File: src/sv/lfukc_pkg.sv
`default_nettype none

package lfukc_pkg;

	// Cache geometry.
	localparam int LINES = 256;
	localparam int IDX_W = $clog2(LINES);
	localparam int FILL_W = $clog2(LINES + 1);

	// Hit counts saturate one below the limit, so 30 bits hold every value.
	localparam int HIT_W = 30;
	localparam logic [HIT_W-1:0] HIT_LIMIT = HIT_W'(1000000000);
	localparam logic [HIT_W-1:0] HIT_MAX = HIT_W'(999999999);

	// Key widths.
	localparam int FC_W = 40;
	localparam int TXT_W = 64;

	typedef logic [IDX_W-1:0] line_idx_t;
	typedef logic [FILL_W-1:0] fill_cnt_t;
	typedef logic [HIT_W-1:0] hit_cnt_t;

	// Commands from the controller to the datapath.
	typedef struct packed {
		logic frame;
		logic start_lookup;
		logic issue;
		logic update;
	} lfukc_cmd_t;

	// Status from the datapath to the controller.
	typedef struct packed {
		logic last_issue;
	} lfukc_status_t;

endpackage

`default_nettype wire

File: src/sv/lfukc_ctrl.sv
`default_nettype none

module lfukc_ctrl import lfukc_pkg::*; (
	input  wire logic          clk,
	input  wire logic          arst_n,
	input  wire logic          in_valid,
	output logic               in_stall,
	input  wire logic          op,
	output logic               out_valid,
	input  wire logic          out_stall,
	output lfukc_cmd_t         cmd,
	input  wire lfukc_status_t status
);

	typedef enum logic [4:0] {
		ST_IDLE   = 5'b00001,
		ST_SCAN   = 5'b00010,
		ST_DRAIN  = 5'b00100,
		ST_UPDATE = 5'b01000,
		ST_OUT    = 5'b10000
	} state_t;

	state_t state_q;
	state_t state_d;

	assign in_stall = (state_q != ST_IDLE);
	assign out_valid = (state_q == ST_OUT);

	// Next state and command decode.
	always_comb begin
		state_d = state_q;
		cmd = '0;
		unique case (state_q)
			ST_IDLE: begin
				if (in_valid) begin
					if (op) begin
						cmd.frame = 1'b1;
						state_d = ST_OUT;
					end else begin
						cmd.start_lookup = 1'b1;
						state_d = ST_SCAN;
					end
				end
			end
			ST_SCAN: begin
				cmd.issue = 1'b1;
				if (status.last_issue) begin
					state_d = ST_DRAIN;
				end
			end
			ST_DRAIN: begin
				state_d = ST_UPDATE;
			end
			ST_UPDATE: begin
				cmd.update = 1'b1;
				state_d = ST_OUT;
			end
			ST_OUT: begin
				if (!out_stall) begin
					state_d = ST_IDLE;
				end
			end
			default: begin
				state_d = ST_IDLE;
			end
		endcase
	end

	always_ff @(posedge clk or negedge arst_n) begin
		if (!arst_n) begin
			state_q <= ST_IDLE;
		end else begin
			state_q <= state_d;
		end
	end

	// A scan always ends with the drain and update steps before the result shows.
	a_scan_to_drain: assert property (@(posedge clk) disable iff (!arst_n)
		(state_q == ST_SCAN && status.last_issue) |=> (state_q == ST_DRAIN))
		else $error("scan did not move to drain after the last read");

	a_update_to_out: assert property (@(posedge clk) disable iff (!arst_n)
		(state_q == ST_UPDATE) |=> out_valid)
		else $error("result not presented after update");

	a_one_cmd: assert property (@(posedge clk) disable iff (!arst_n)
		$onehot0({cmd.frame, cmd.start_lookup, cmd.issue, cmd.update}))
		else $error("more than one command issued in a cycle");

endmodule

`default_nettype wire

File: config.mk
export PLATFORM = sky130hd
export DESIGN_NAME = lfukc_ctrl
export DESIGN_NICKNAME = d
export VERILOG_FILES = /design/src/sv/lfukc_pkg.sv /design/src/sv/lfukc_ctrl.sv
export SDC_FILE = /design/constraint.sdc
export NUM_CORES = 1
export LEC_CHECK = 0
export BUFFER_PORTS_ARGS = -buffer_cell sky130_fd_sc_hd__buf_2
export CAP_MARGIN = 20
export CORE_AREA = 3 3 40 42
export DETAILED_ROUTE_END_ITERATION = 7
export DIE_AREA = 0 0 43 45
export GPL_TIMING_DRIVEN = 0
export HOLD_SLACK_MARGIN = 0.02
export PLACE_DENSITY = 0.56
export SYNTH_ARGS = -nofsm -noshare
export SYNTH_HDL_FRONTEND = slang
export SYNTH_SLANG_ARGS = --single-unit
File: constraint.sdc
create_clock -name clk -period 1.54 [get_ports clk]
set_clock_uncertainty 0.05 [all_clocks]
set_input_delay 0.077 -clock clk [delete_from_list [all_inputs] [get_ports clk]]
set_output_delay 0.077 -clock clk [all_outputs]
set_load 0.005 [all_outputs]
Word-level counts from Yosys, hierarchy flattened
Cells that the tools add are included.
{"block": "word_totals", "register_bits": 5, "inputBits": 6, "output_inout_bits": 6, "elab_cells": 22}
{"block": "classes", "eq_ne": 9, "n_mux": 11, "reduce_logical": 1}
{"operator": "$pmux W5 S5", "count": 1}
{"operator": "$mux W5", "count": 4}
{"operator": "$ne A2 B2 Y1 const B", "count": 3}
{"operator": "$eq A5 B1 Y1 const B", "count": 1}
{"operator": "$eq A5 B2 Y1 const B", "count": 1}
{"operator": "$eq A5 B3 Y1 const B", "count": 1}
{"operator": "$eq A5 B4 Y1 const B", "count": 1}
{"operator": "$eq A5 B5 Y1 const B", "count": 1}
{"operator": "$ne A5 B1 Y1 const B", "count": 1}
{"operator": "$mux W1", "count": 4}
{"operator": "$mux W2", "count": 2}
{"operator": "$reduce_and A3 Y1", "count": 1}

Logic depth before layout (Yosys ltp)
Gate-level depths: netlist (run 1).
{"block": "logic_depth", "depth_word": 3, "depth_mapped": 4, "mapped_depth_nobuf": 3}

Least setup slack after synthesis (run 1)
OpenSTA, ideal clock, no wires.
{"block": "synth_timing", "kind": "flip-flop to flip-flop", "start": "reg state_q[0]", "end": "reg state_q[0]", "setup_ns": 0.089, "arrival_time_ns": 1.113, "required_ns": 1.401, "setup_slack_ns": 0.289, "stages_incl_launch_ff": 5, "n_path_buf": 1, "period_less_slack_ns": 1.251, "cell_sequence": "dfstp_2 buf_6 nand3b_1 a2111oi_0 nor2_1"}
{"block": "synth_between", "elab_chain_len": 3, "word_cells_on_any_way": 10, "cone_classes": "eq/ne: 8; mux: 1; reduce/logical: 1"}
{"item": "start, declared", "line": "lfukc_ctrl.sv:23", "text": "state_t state_q;"}
{"item": "start signal, assigned", "line": "lfukc_ctrl.sv:73", "text": "state_q <= state_d;"}
{"item": "$eq A5 B2 Y1 (tied with other cells)", "line": "lfukc_ctrl.sv:33", "text": "unique case (state_q)"}
{"item": "$ne A2 B2 Y1 (no source line)"}
{"item": "$reduce_and A3 Y1 (no source line)"}
Several ways; a longest one is shown, not always the timed one.
A chain may end at the register's enable or synchronous reset.

==> results of run 1 <==
-- worst max-delay path, delay by kind of cell (launching register included) --
kind / cells / cell delay [ps]
buffers and inverters: 2 / 280
flip-flops: 1 / 360
AND/OR/NAND/NOR: 2 / 410
-- what timing repair did --
action | CTS | global route
gates resized for setup | 0 | 0
hold buffers | 2 | 0
endpoints found under the hold margin | 6 | 0
-- power by group --
| group | switching [mW] | internal, mW |
|---|---|---|
| Clock | 0.0492 | 0.0976 |
| Sequential | 0.0208 | 0.170 |
| Combinational | 0.148 | 0.145 |
| Total | 0.218 | 0.413 |
-- cell families (layout without fill, tap and decap cells) --
kind of cell / count (synthesis) / in the layout / synth area share, %
and+or+nand+nor: 21 / 21 / 41.4
AOI/OAI and AO/OA: 6 / 6 / 13.2
DFF: 5 / 5 / 37.0
buffers and inverters: 5 / 22 / 8.42
-- cell type report --
class	instances	area [um2]
Tap cell	15	18.8
Timing Repair Buffer	13	75.1
Buffer	3	21.3
Sequential cell	5	126
Clock buffer	4	26.3
Fill cell	143	823
Multi-Input combinational cell	27	186
Inverter	2	7.51
-- final timing paths --
path / cells after the start / endpoint / startpoint
hold / removal: 3 / state_q[1] / in_valid
min in group asynchronous: 2 / state_q[3] / arst_n
setup / recovery: 4 / cmd[1] / state_q[0]
setup reg to reg: 4 / state_q[0] / state_q[0]
max in group asynchronous: 2 / state_q[0] / arst_n
hold reg to reg: 1 / state_q[3] / state_q[1]
-- placed cells by master (no fill, tap or decap), types with 2 or more instances in the layout --
master	instances
buf_2	12
nor2_1	5
dfrtp_1	4
clkbuf_4	3
nor3_1	2
nand2b_1	2
nand4_1	2
nand3b_1	2
o21a_1	2
dlygate4sd3_1	2
-- layer usage --
| layer | vias to the layer above | GRT usage (%) | share of wire (%) |
|---|---|---|---|
| li1 | 169 | - | - |
| met1 | 158 | 10.3 | 44 |
| met2 | 9 | 15.3 | 48 |
| met3 | 0 | 6.37 | 7.9 |
| met4 | 0 | 1.81 | 0 |
| met5 | - | 0 | 0 |
-- stage by stage --
step | std cells | setup slack [ps]
after floorplan | 37 | 289
after global placement | 63 | 197
after detailed placement | 63 | 202
after CTS | 69 | 113
after global routing | 69 | 7.73
final | 69 | 124
==> metrics, run 1 <==
status=completed; yosys warns=0; top cells by area, synth=dfrtp_1 29%, dfstp_2 7.7%, nor4_4 6.2%; ys async rst share=100%; Avg Vias per Cell=4.87; Final Util=35.9%; P&R area growth vs syn=35.2%; Synth top cells by count=5 x nor2_1, 4 x dfrtp_1; Syn Std Cell Area=342 um2; vias in the first global route=334; Max Clk Rate=between 700 and 800 MHz; crit start category=flip-flop; grt ovf=0; hold slack=102 ps; I/O Buffers=11; CP max-delay cell=dfstp_2; core area=1280 um2; Diodes inserted=0; EDFF count, synth=0; Slew headroom=74.9%; die area=1940 um2; Synth top area share=29.3%; syn avg cell area=9.23 um2; max reg flops=5; worst-path maximum fanout=10; CTS sink cnt=5; total power=roughly 0.63 mW; Largest Register=state_q; Finish-stage setup viols=0; largest registers=state_q x5; # rows=13; sum of negative setup slack=0 ps; crit path time final=roughly 1400 ps; Synthesized Nets=43; # IOs=12; Post-Syn Instances=37; Routability Congestion=0.729; initial antenna violation count=0; RSZ-0062 raised after global routing=false; Fin. Hold Viols=0; Area after DPL=415 um2; residual DRC count=0; clk slew on worst S/H paths=40 ps; wire per inst=10.7 um; actual slew at the worst max-slew pin=367 ps; worst endpoint required time=1410 ps; drt pass-1 iters=4; R2R Setup Slk=180 ps; First DRT Iteration DRCs=3; Num CTS Buffers=3; Initial Util=26.6%; via count=336; Setup CP Type=reg2out; post-CTS setup buffer count=0; Leakage=0.212 nW; slowest stage delay, CP=360 ps; CP cell instances=buf_6, or2_4, nor4_4, buf_2; largest net degree at the start of global routing=11; hpwl dp=576 um; power per cell area=around 1400 nW/um2; Detailed Route WL=around 740 um; CP Capture Type=primary output; sequential-to-total area share from yosys stat=37.0%; max-slew violation count=0; H-tree levels=1; Hold WC Path Type=in2reg; share of layout cells above drive strength 1=38.9%; Max Cap Violations=0; clock root cell=clkbuf_4; first-pass GRT wire length=1300 um; CTS Buffer Depth=2; Die X-Extent=between 40 and 50 um; top-count cell post-synth=nor2_1; Tot GR Track Use=9.38%; library cells used by synthesis=25; synthesized flop and latch total=5; Die Y-Extent=45 um; post-route ant nets=0; Synth Flop Type=dfrtp_1; fin crit share=91.9%; peak supply drop=approximately 0.00067 V; Total Nets Final=61; CTS tree=built; design area=462 um2; CP arrival=between 1000 and 1500 ps; clock latency at the later pin of the worst-skew pair=240 ps; dominant cell type by area after synthesis=dfrtp_1
No activity file was read; power rests on OpenSTA's default activity.
==> run 2, diff against run 1 <==
--- a/config.mk
+++ b/config.mk
@@ -13,6 +13,7 @@
 export GPL_TIMING_DRIVEN = 0
 export HOLD_SLACK_MARGIN = 0.02
 export PLACE_DENSITY = 0.56
+export RECOVER_POWER = 25
 export SYNTH_ARGS = -nofsm -noshare
 export SYNTH_HDL_FRONTEND = slang
 export SYNTH_SLANG_ARGS = --single-unit
==> metrics, run 2 (same netlist as run 1, synthesis figures left out) <==
status=completed; crit start category=flip-flop; post-CTS setup buffer count=0; Detailed Route WL=between 700 and 800 um; fin crit share=91.9%; vias in the first global route=roughly 330; max-slew violation count=0; # IOs=12; grt ovf=0; peak supply drop=0.000663 V; design area=460 um2; Tot GR Track Use=9.38%; Largest Register=state_q; Max Cap Violations=0; actual slew at the worst max-slew pin=367 ps; core area=between 1000 and 1500 um2; hpwl dp=576 um; largest net degree at the start of global routing=11; I/O Buffers=11; via count=336; Slew headroom=74.9%; most common cell after layout, fill and taps aside=buf_2; Die Y-Extent=45 um; sum of negative setup slack=0 ps; # rows=13; Die X-Extent=about 43 um; share of layout cells above drive strength 1=37.0%; First DRT Iteration DRCs=3; CTS sink cnt=5; Total Nets Final=61; Num CTS Buffers=3; Leakage=approximately 0.21 nW; worst-path maximum fanout=10; Initial Util=26.6%; RSZ-0062 raised after global routing=false; Hold WC Path Type=in2reg; filler cell count=142; CP arrival=1290 ps; clock latency at the later pin of the worst-skew pair=240 ps; Finish-stage setup viols=0; Max Clk Rate=slightly above 700 MHz; die area=1940 um2; Area after DPL=415 um2; residual DRC count=0; Avg Vias per Cell=4.87; crit path time final=1420 ps; worst endpoint required time=1410 ps; CTS tree=built; clock root cell=clkbuf_4; drt pass-1 iters=4; largest registers=state_q x5; Setup CP Type=reg2out; clk slew on worst S/H paths=around 40 ps; CP Capture Type=primary output; post-route ant nets=0; CTS Buffer Depth=2; wire per inst=10.7 um; leading cell types in the layout, fill and taps excluded=11 x buf_2, 5 x nor2_1, 4 x dfrtp_1; Diodes inserted=0; Fin. Hold Viols=0; power per cell area=1370 nW/um2; Routability Congestion=0.729; P&R area growth vs syn=34.8%; H-tree levels=1; # resized after CTS=0; max reg flops=5; hold slack=102 ps; first-pass GRT wire length=1300 um; initial antenna violation count=0
==> run 2: changes by cell type in the layout (fill, tap and decap cells not counted) <==
cell / delta
clkbuf_1: +1
buf_2: -1
==> run 2: through the flow <==
step,cells,total power [mW],util [%],worst slack (ps)
floorplan,37,0.405,-,289
global placement,63,0.483,32.3,197
detailed placement,63,0.486,32.3,202
CTS,69,0.643,35.9,113
global route,69,0.691,35.8,7.73
finish,69,0.630,35.8,124
==> run 2: layer usage <==
metal	up-vias	global-route usage, %	routed length (um)
met5	-	0	0
met4	0	1.81	0
met3	0	6.37	58
met2	9	15.3	353
met1	158	10.3	324
li1	169	-	-
==> run 2: where the power goes <==
part	leakage [nW]	switching, mW	internal [mW]
Sequential	0.0652	0.0208	0.170
Clock	0.0150	0.0492	0.0976
Combinational	0.129	0.148	0.145
Total	0.209	0.218	0.412
==> run 2: final timing paths <==
check	start	endpoint	slack, ps	cells past startpoint
setup / recovery	state_q[0]	cmd[1]	120	4
hold reg to reg	state_q[1]	state_q[3]	510	1
setup reg to reg	state_q[0]	state_q[0]	180	4
min in group asynchronous	arst_n	state_q[3]	170	2
hold / removal	in_valid	state_q[1]	100	3
max in group asynchronous	arst_n	state_q[0]	1000	2
==> run 2: area by class of cell <==
| type | count | area, um2 | area share, % |
|---|---|---|---|
| plain buffers | 3 | 21.3 | 4.62 |
| clock buffers | 4 | 26.3 | 5.71 |
| inverters | 2 | 7.51 | 1.63 |
| multi-input cells | 27 | 186 | 40.5 |
| flip-flops and latches | 5 | 126 | 27.4 |
| well taps | 15 | 18.8 | 4.08 |
| repair buffers | 13 | 73.8 | 16.0 |
==> run 2: timing repair <==
action	in CTS	in global routing
hold buffers	2	0
endpoints found under the hold margin	6	0
endpoints found under the setup margin	0	0
==> run 2: critical path, stage by stage, from the launching register on <==
cell     delay [ps]
dfstp_2         360
buf_6           120
or2_4           260
nor4_4          150
buf_2           160
